--- config.mk ---
export PLATFORM = sky130hd
export DESIGN_NAME = bmmma_front
export DESIGN_NICKNAME = d
export VERILOG_FILES = /design/src/hw/rtl/bmmma_pkg.sv /design/src/hw/rtl/bmmma_front.sv
export SDC_FILE = /design/constraint.sdc
export NUM_CORES = 1
export LEC_CHECK = 0
export ABC_AREA = 1
export BUFFER_PORTS_ARGS = -buffer_cell sky130_fd_sc_hd__buf_2
export CAP_MARGIN = 30
export CORE_ASPECT_RATIO = 1.2
export CORE_MARGIN = 1.5
export CORE_UTILIZATION = 55
export DETAILED_ROUTE_END_ITERATION = 10
export GPL_TIMING_DRIVEN = 0
export PLACE_DENSITY = 0.85
export SETUP_SLACK_MARGIN = 0.5
export SLEW_MARGIN = 10
export SYNTH_ARGS = -nofsm -noshare
export SYNTH_HDL_FRONTEND = slang
export SYNTH_SLANG_ARGS = --single-unit
--- constraint.sdc ---
create_clock -name clock -period 6.3 [get_ports clock]
set_input_delay 1.26 -clock clock [delete_from_list [all_inputs] [get_ports clock]]
set_output_delay 1.26 -clock clock [all_outputs]
set_load 0.05 [all_outputs]
--- src/hw/rtl/bmmma_pkg.sv ---
// shared types and constants for the binned statistics accumulator
// no dependencies
`default_nettype none

package bmmma_pkg;

   // default configuration of the bin layout
   localparam int AZIMUTH_BIN_COUNT_DEF = 65536;
   localparam int BEAM_COUNT_DEF        = 2;
   localparam int PULSES_PER_FRAME_DEF  = 100;
   localparam int PULSE_FLAG_COUNT_DEF  = 13;

   // fixed field widths
   localparam int DN_W    = 32;
   localparam int COUNT_W = 32;
   localparam int SUM_W   = 64;
   localparam int ENTRY_W = COUNT_W + SUM_W + 2 * DN_W;

   // depth of the front-to-back queue
   localparam int QDEPTH = 2;

   // operation codes
   localparam logic OP_ACCUMULATE = 1'b0;
   localparam logic OP_READ       = 1'b1;

   // register indexes
   localparam logic CSR_ALLOW_ERRORS = 1'b0;
   localparam logic CSR_WANTED_MODE  = 1'b1;

   // one classified item handed to the back end
   typedef struct packed {
      logic            op;
      logic            ok;
      logic [DN_W-1:0] dn;
   } item_type;

   // one stored bin
   typedef struct packed {
      logic [COUNT_W-1:0] count;
      logic [SUM_W-1:0]   sum;
      logic [DN_W-1:0]    min;
      logic [DN_W-1:0]    max;
   } entry_type;

endpackage

`default_nettype wire

--- src/hw/rtl/bmmma_front.sv ---
// front end: configuration registers, pulse qualification, bin address, queue
// depends on bmmma_pkg
`default_nettype none

module bmmma_front #(
   parameter int AZIMUTH_BIN_COUNT = bmmma_pkg::AZIMUTH_BIN_COUNT_DEF,
   parameter int BEAM_COUNT        = bmmma_pkg::BEAM_COUNT_DEF,
   parameter int PULSES_PER_FRAME  = bmmma_pkg::PULSES_PER_FRAME_DEF,
   parameter int PULSE_FLAG_COUNT  = bmmma_pkg::PULSE_FLAG_COUNT_DEF,
   parameter int ADDR_W            = 17
) (
   input  wire logic                       clock,
   input  wire logic                       reset,
   input  wire logic                       accept,
   output logic                            full,
   input  wire logic                       csr_we,
   input  wire logic                       csr_index,
   input  wire logic [7:0]                 csr_wdata,
   input  wire logic                       op,
   input  wire logic [6:0]                 pulse_index,
   input  wire logic [15:0]                azimuth,
   input  wire logic [31:0]                noise_energy,
   input  wire logic signed [7:0]          cal_pulse_pos,
   input  wire logic [31:0]                frame_error,
   input  wire logic [15:0]                frame_quality,
   input  wire logic [12:0]                pulse_flag_mask,
   input  wire logic [7:0]                 frame_mode,
   input  wire logic                       read_beam,
   output logic                            q_valid,
   input  wire logic                       q_pop,
   output bmmma_pkg::item_type             q_item,
   output logic      [ADDR_W-1:0]          q_addr
);
   import bmmma_pkg::*;

   localparam int AZW = $clog2(AZIMUTH_BIN_COUNT);
   localparam int BW  = ADDR_W - AZW;
   localparam int PW  = $clog2(QDEPTH);
   localparam int CW  = $clog2(QDEPTH + 1);
   localparam logic [32:0] RECIP = 33'((64'd1 << 32) / AZIMUTH_BIN_COUNT + 1);
   localparam logic [16:0] AZ_N  = 17'(AZIMUTH_BIN_COUNT);
   localparam logic [12:0] FLAG_MASK =
      (PULSE_FLAG_COUNT >= 13) ? 13'h1fff : 13'((1 << PULSE_FLAG_COUNT) - 1);

   logic [BW-1:0]    beam_lut [128];
   logic             allow_ff;
   logic [7:0]       mode_ff;
   logic             bad_err, bad_flag, bad_mode, bad_idx, bad_cal;
   logic [8:0]       p9, c9;
   logic [48:0]      q_prod;
   logic [32:0]      r_prod;
   logic [15:0]      r_full;
   logic             s_valid_ff;
   item_type         s_item_ff, s_item_in;
   logic [BW-1:0]    s_beam_ff, s_beam_in;
   logic [15:0]      s_az_ff;
   logic [15:0]      s_q_ff;
   item_type         qi_ff [QDEPTH];
   logic [ADDR_W-1:0] qa_ff [QDEPTH];
   logic [PW-1:0]    wp_ff, rp_ff;
   logic [CW-1:0]    cnt_ff, cnt_in;

   // beam of each pulse position, worked out at elaboration
   for (genvar g = 0; g < 128; g++) begin : g_beam
      assign beam_lut[g] = BW'(g % BEAM_COUNT);
   end

   // configuration registers
   always_ff @(posedge clock) begin
      if (reset) begin
         allow_ff <= 1'b0;
         mode_ff  <= '0;
      end else if (csr_we) begin
         unique case (csr_index)
            CSR_ALLOW_ERRORS: allow_ff <= csr_wdata[0];
            CSR_WANTED_MODE:  mode_ff  <= csr_wdata;
            default:          ;
         endcase
      end
   end

   // pulse qualification
   always_comb begin
      p9       = {2'b00, pulse_index};
      c9       = {cal_pulse_pos[7], cal_pulse_pos};
      bad_err  = !allow_ff && ((frame_error != '0) || (frame_quality != '0));
      bad_flag = (pulse_flag_mask & FLAG_MASK) != '0;
      bad_mode = frame_mode != mode_ff;
      bad_idx  = {1'b0, pulse_index} >= 8'(PULSES_PER_FRAME);
      bad_cal  = (p9 == c9) || (p9 == c9 - 9'd1);
      s_item_in.op = op;
      s_item_in.ok = !(bad_err || bad_flag || bad_mode || bad_idx || bad_cal);
      s_item_in.dn = noise_energy;
      s_beam_in    = (op == OP_READ) ? beam_lut[{6'b0, read_beam}] : beam_lut[pulse_index];
      q_prod       = {33'b0, azimuth} * {16'b0, RECIP};
   end

   // first stage: quotient of azimuth by bin count
   always_ff @(posedge clock) begin
      if (reset) begin
         s_valid_ff <= 1'b0;
      end else begin
         s_valid_ff <= accept;
      end
   end

   always_ff @(posedge clock) begin
      if (accept) begin
         s_item_ff <= s_item_in;
         s_beam_ff <= s_beam_in;
         s_az_ff   <= azimuth;
         s_q_ff    <= q_prod[47:32];
      end
   end

   // second stage: remainder forms the bin address
   always_comb begin
      r_prod = 33'(s_q_ff) * 33'(AZ_N);
      r_full = s_az_ff - r_prod[15:0];
   end

   // queue toward the back end
   always_comb begin
      cnt_in = cnt_ff;
      if (s_valid_ff && !q_pop) begin
         cnt_in = cnt_ff + CW'(1);
      end else if (!s_valid_ff && q_pop) begin
         cnt_in = cnt_ff - CW'(1);
      end
   end

   always_ff @(posedge clock) begin
      if (reset) begin
         wp_ff  <= '0;
         rp_ff  <= '0;
         cnt_ff <= '0;
      end else begin
         cnt_ff <= cnt_in;
         if (s_valid_ff) begin
            wp_ff <= wp_ff + PW'(1);
         end
         if (q_pop) begin
            rp_ff <= rp_ff + PW'(1);
         end
      end
   end

   always_ff @(posedge clock) begin
      if (s_valid_ff) begin
         qi_ff[wp_ff] <= s_item_ff;
         qa_ff[wp_ff] <= {s_beam_ff, r_full[AZW-1:0]};
      end
   end

   // room counts the item in the first stage as well
   assign full    = (cnt_ff == CW'(QDEPTH)) || ((cnt_ff == CW'(QDEPTH - 1)) && s_valid_ff);
   assign q_valid = cnt_ff != '0;
   assign q_item  = qi_ff[rp_ff];
   assign q_addr  = qa_ff[rp_ff];

endmodule

`default_nettype wire

==> results_dict.tcl <==
set metrics [dict create \
    wl_per_cell_um 15.69 \
    maxSlewViolCount 0 \
    synth_top_area_frac 0.7056 \
    synth_top_cells_by_area "edfxtp_1 71%, mux2_2 9.0%, dfxtp_1 4.6%" \
    place_ws_ns 3.699 \
    arrival_ns 1.76 \
    vias 4195 \
    clkSinkCount 168 \
    crit_family "buffers and inverters" \
    insertedDiodeCount 0 \
    dieWidth_um 102.3 \
    grt_pass1_vias 4391 \
    min_period_ns 3.024 \
    cp_common_cell "buf_2" \
    drt-total-wl_um 13210 \
    start_util 0.5629 \
    fin_ws_ns 3.276 \
    clkTransAtPathRegs_ns 0.06 \
    seq_area_frac_synth 0.7517 \
    layout_common_cells "207 x buf_2, 153 x edfxtp_1, 75 x nor2_1, 66 x nand2_1, 52 x mux2_2" \
    netlist_area_um2 6511 \
    crit_chain "buf_2 -> buf_2 -> mux2_2 -> buf_2" \
    fin_cells 842 \
    critPathKind "reg -> out" \
    cts_setup_buffers 0 \
    crit_path_max_fanout 10 \
    highest-signal-layer "met4" \
    drcViolationCount 0 \
    clock_latency_ns 0.41 \
    via_per_inst 4.982 \
    grt_pass1_wl_um 20110 \
    layout_commonest_cell "buf_2" \
    syn_inst 450 \
    cap_violations 0 \
    design.core.area_um2 11570 \
    grt_setup_unrepaired "no" \
    drive_above_1_share 0.4380 \
    skew_ns 0.009660 \
    port_buffers 200 \
    root_buffer "clkbuf_16" \
    place_inst 810 \
    start_kind "register" \
    cp-end-kind "output port" \
    ys_warn_count 0 \
    synth_largest_area_cell "edfxtp_1" \
    die_h_um 122.2 \
    dp_hpwl_um 9693 \
    status "completed" \
    seq_area_um2 4895 \
    synth-seq-cells 168 \
    dr.first_iter.drc_count 148 \
    cts.repair.resized 0 \
    antenna_found_initial 0 \
    setup_viol 0 \
    slew-limit-headroom 0.5154 \
    multi_input_area_um2 1443 \
    n_fill_cell 773 \
    grt.total_usage 0.2192 \
    clock.fmax_mhz 330.7 \
    gp_congestion 0.8250 \
    synth_nets 603 \
    powerDensity_nw_per_um2 314.1 \
    clk_path_buf_depth 2 \
    cts_tree "built" \
    hp-class "reg -> reg" \
    htreeDepth 4 \
    max-vdd-ir-drop_uv 175.7 \
    wl_met3_um 832 \
    cts_inserted_buffers 17 \
    cp.required_ns 5.04 \
    fin_crit_sh 0.4799 \
    avgSynthCellArea_um2 14.47 \
    total_power_w 0.002621 \
    nNetsFinal 825 \
    critPathSlowestCell "mux2_2" \
    firstDrtPassIters 4 \
    io_pins 201 \
    ctsHoldBuffers 0 \
    grt-ovfl-total 0 \
    dieArea_um2 12500 \
    p_leak_nw 3.437 \
    fp-row-count 43 \
    finalSetupTns_ns 0 \
    tightest_slew_ns 0.7251 \
    grt_max_degree 38 \
    slowest_delay_ns 0.38 \
    ys_types 23 \
    wl_met1_um 4673 \
    wl_met2_um 7376 \
    critPathBufInv 3 \
    syn_to_final_growth_pct 28.19 \
    ant_nets 0 \
    hold_viol 0 \
]
per-layer routing:
layer,global-route usage,up-vias
met5,0,-
met4,0.09503,0
met3,0.05336,25
met2,0.4172,176
met1,0.2219,1966
li1,-,2028
worst reg2reg max path, cell delays in order, from the launching register on:
cell and delay [ns]:
dfxtp_1 0.41, inv_1 0.09, nor2_4 0.57, buf_12 0.29
final timing paths:
check                                        startpoint                      to  slack (ns)  cells past startpoint
worst max-delay path                           register               q_item[6]        3.28                      4
worst min register to register  s_item_ff[15]$_DFFE_PP_  qi_ff[0][15]$_DFFE_PP_        0.44                      0
worst min-delay path            s_item_ff[15]$_DFFE_PP_  qi_ff[0][15]$_DFFE_PP_        0.44                      0
worst max register to register    s_valid_ff$_SDFF_PP0_  qi_ff[0][21]$_DFFE_PP_        4.62                      3
sequential cells by signal (all words and copies together), names as in the netlist, 2 cells and up, named ones only:
signal     cells
qi_ff         68
qa_ff         34
s_item_ff     34
s_az_ff       16
mode_ff        8
cnt_ff         2
cell usage after synthesis:
cell type  instances
nand3_1            4
nor3_2             1
o21ai_0            1
xor2_1             5
a21oi_1            4
dfxtp_1           15
clkbuf_1           1
o21ai_1            4
a211oi_1           9
or2_1              1
edfxtp_1         153
nand2_1           66
buf_2              7
inv_1             35
xnor2_1            3
nand3_2            1
nor3_1             1
ha_1               5
nor2_1            76
inv_2              3
nand4_1            2
mux2_2            52
a21o_1             1
stage by stage:
step	area, µm²	util	hold WS, ns
after floorplan	6511	-	0.4215
after global placement	7709	0.6664	0.4221
after detailed placement	7776	0.6723	0.4308
after CTS	8347	0.7216	0.4421
after global routing	8347	0.7216	0.4504
final	8347	0.7216	0.4449
logic make-up after synthesis:
family / after synthesis / share of synthesized area
flip-flops: 168 / 0.7517
AO/OA/AOI/OAI: 19 / 0.01845
XOR/XNOR: 8 / 0.01076
buffers and inverters: 46 / 0.02786
AND/OR/NAND/NOR: 152 / 0.09166
adder cells (fa/ha/maj): 5 / 0.009608
multiplexers: 52 / 0.08993
report_power, final:
part / switching, W / total, W / internal [W]
logic: 0.000221 / 0.000335 / 0.000114
registers: 0.0000231 / 0.00131 / 0.00129
clock network: 0.000424 / 0.000977 / 0.000553
area by class of cell:
class                      instances  area share
sequential                       168      0.5864
tap                              157     0.02353
timing repair buffer             203      0.1271
multi-input combinational        236      0.1728
inverter                          38     0.01709
buffer                             8    0.004647
clock inverter                    15     0.01739
clock buffer                      17     0.05097
(Power assumes the default switching activity.)
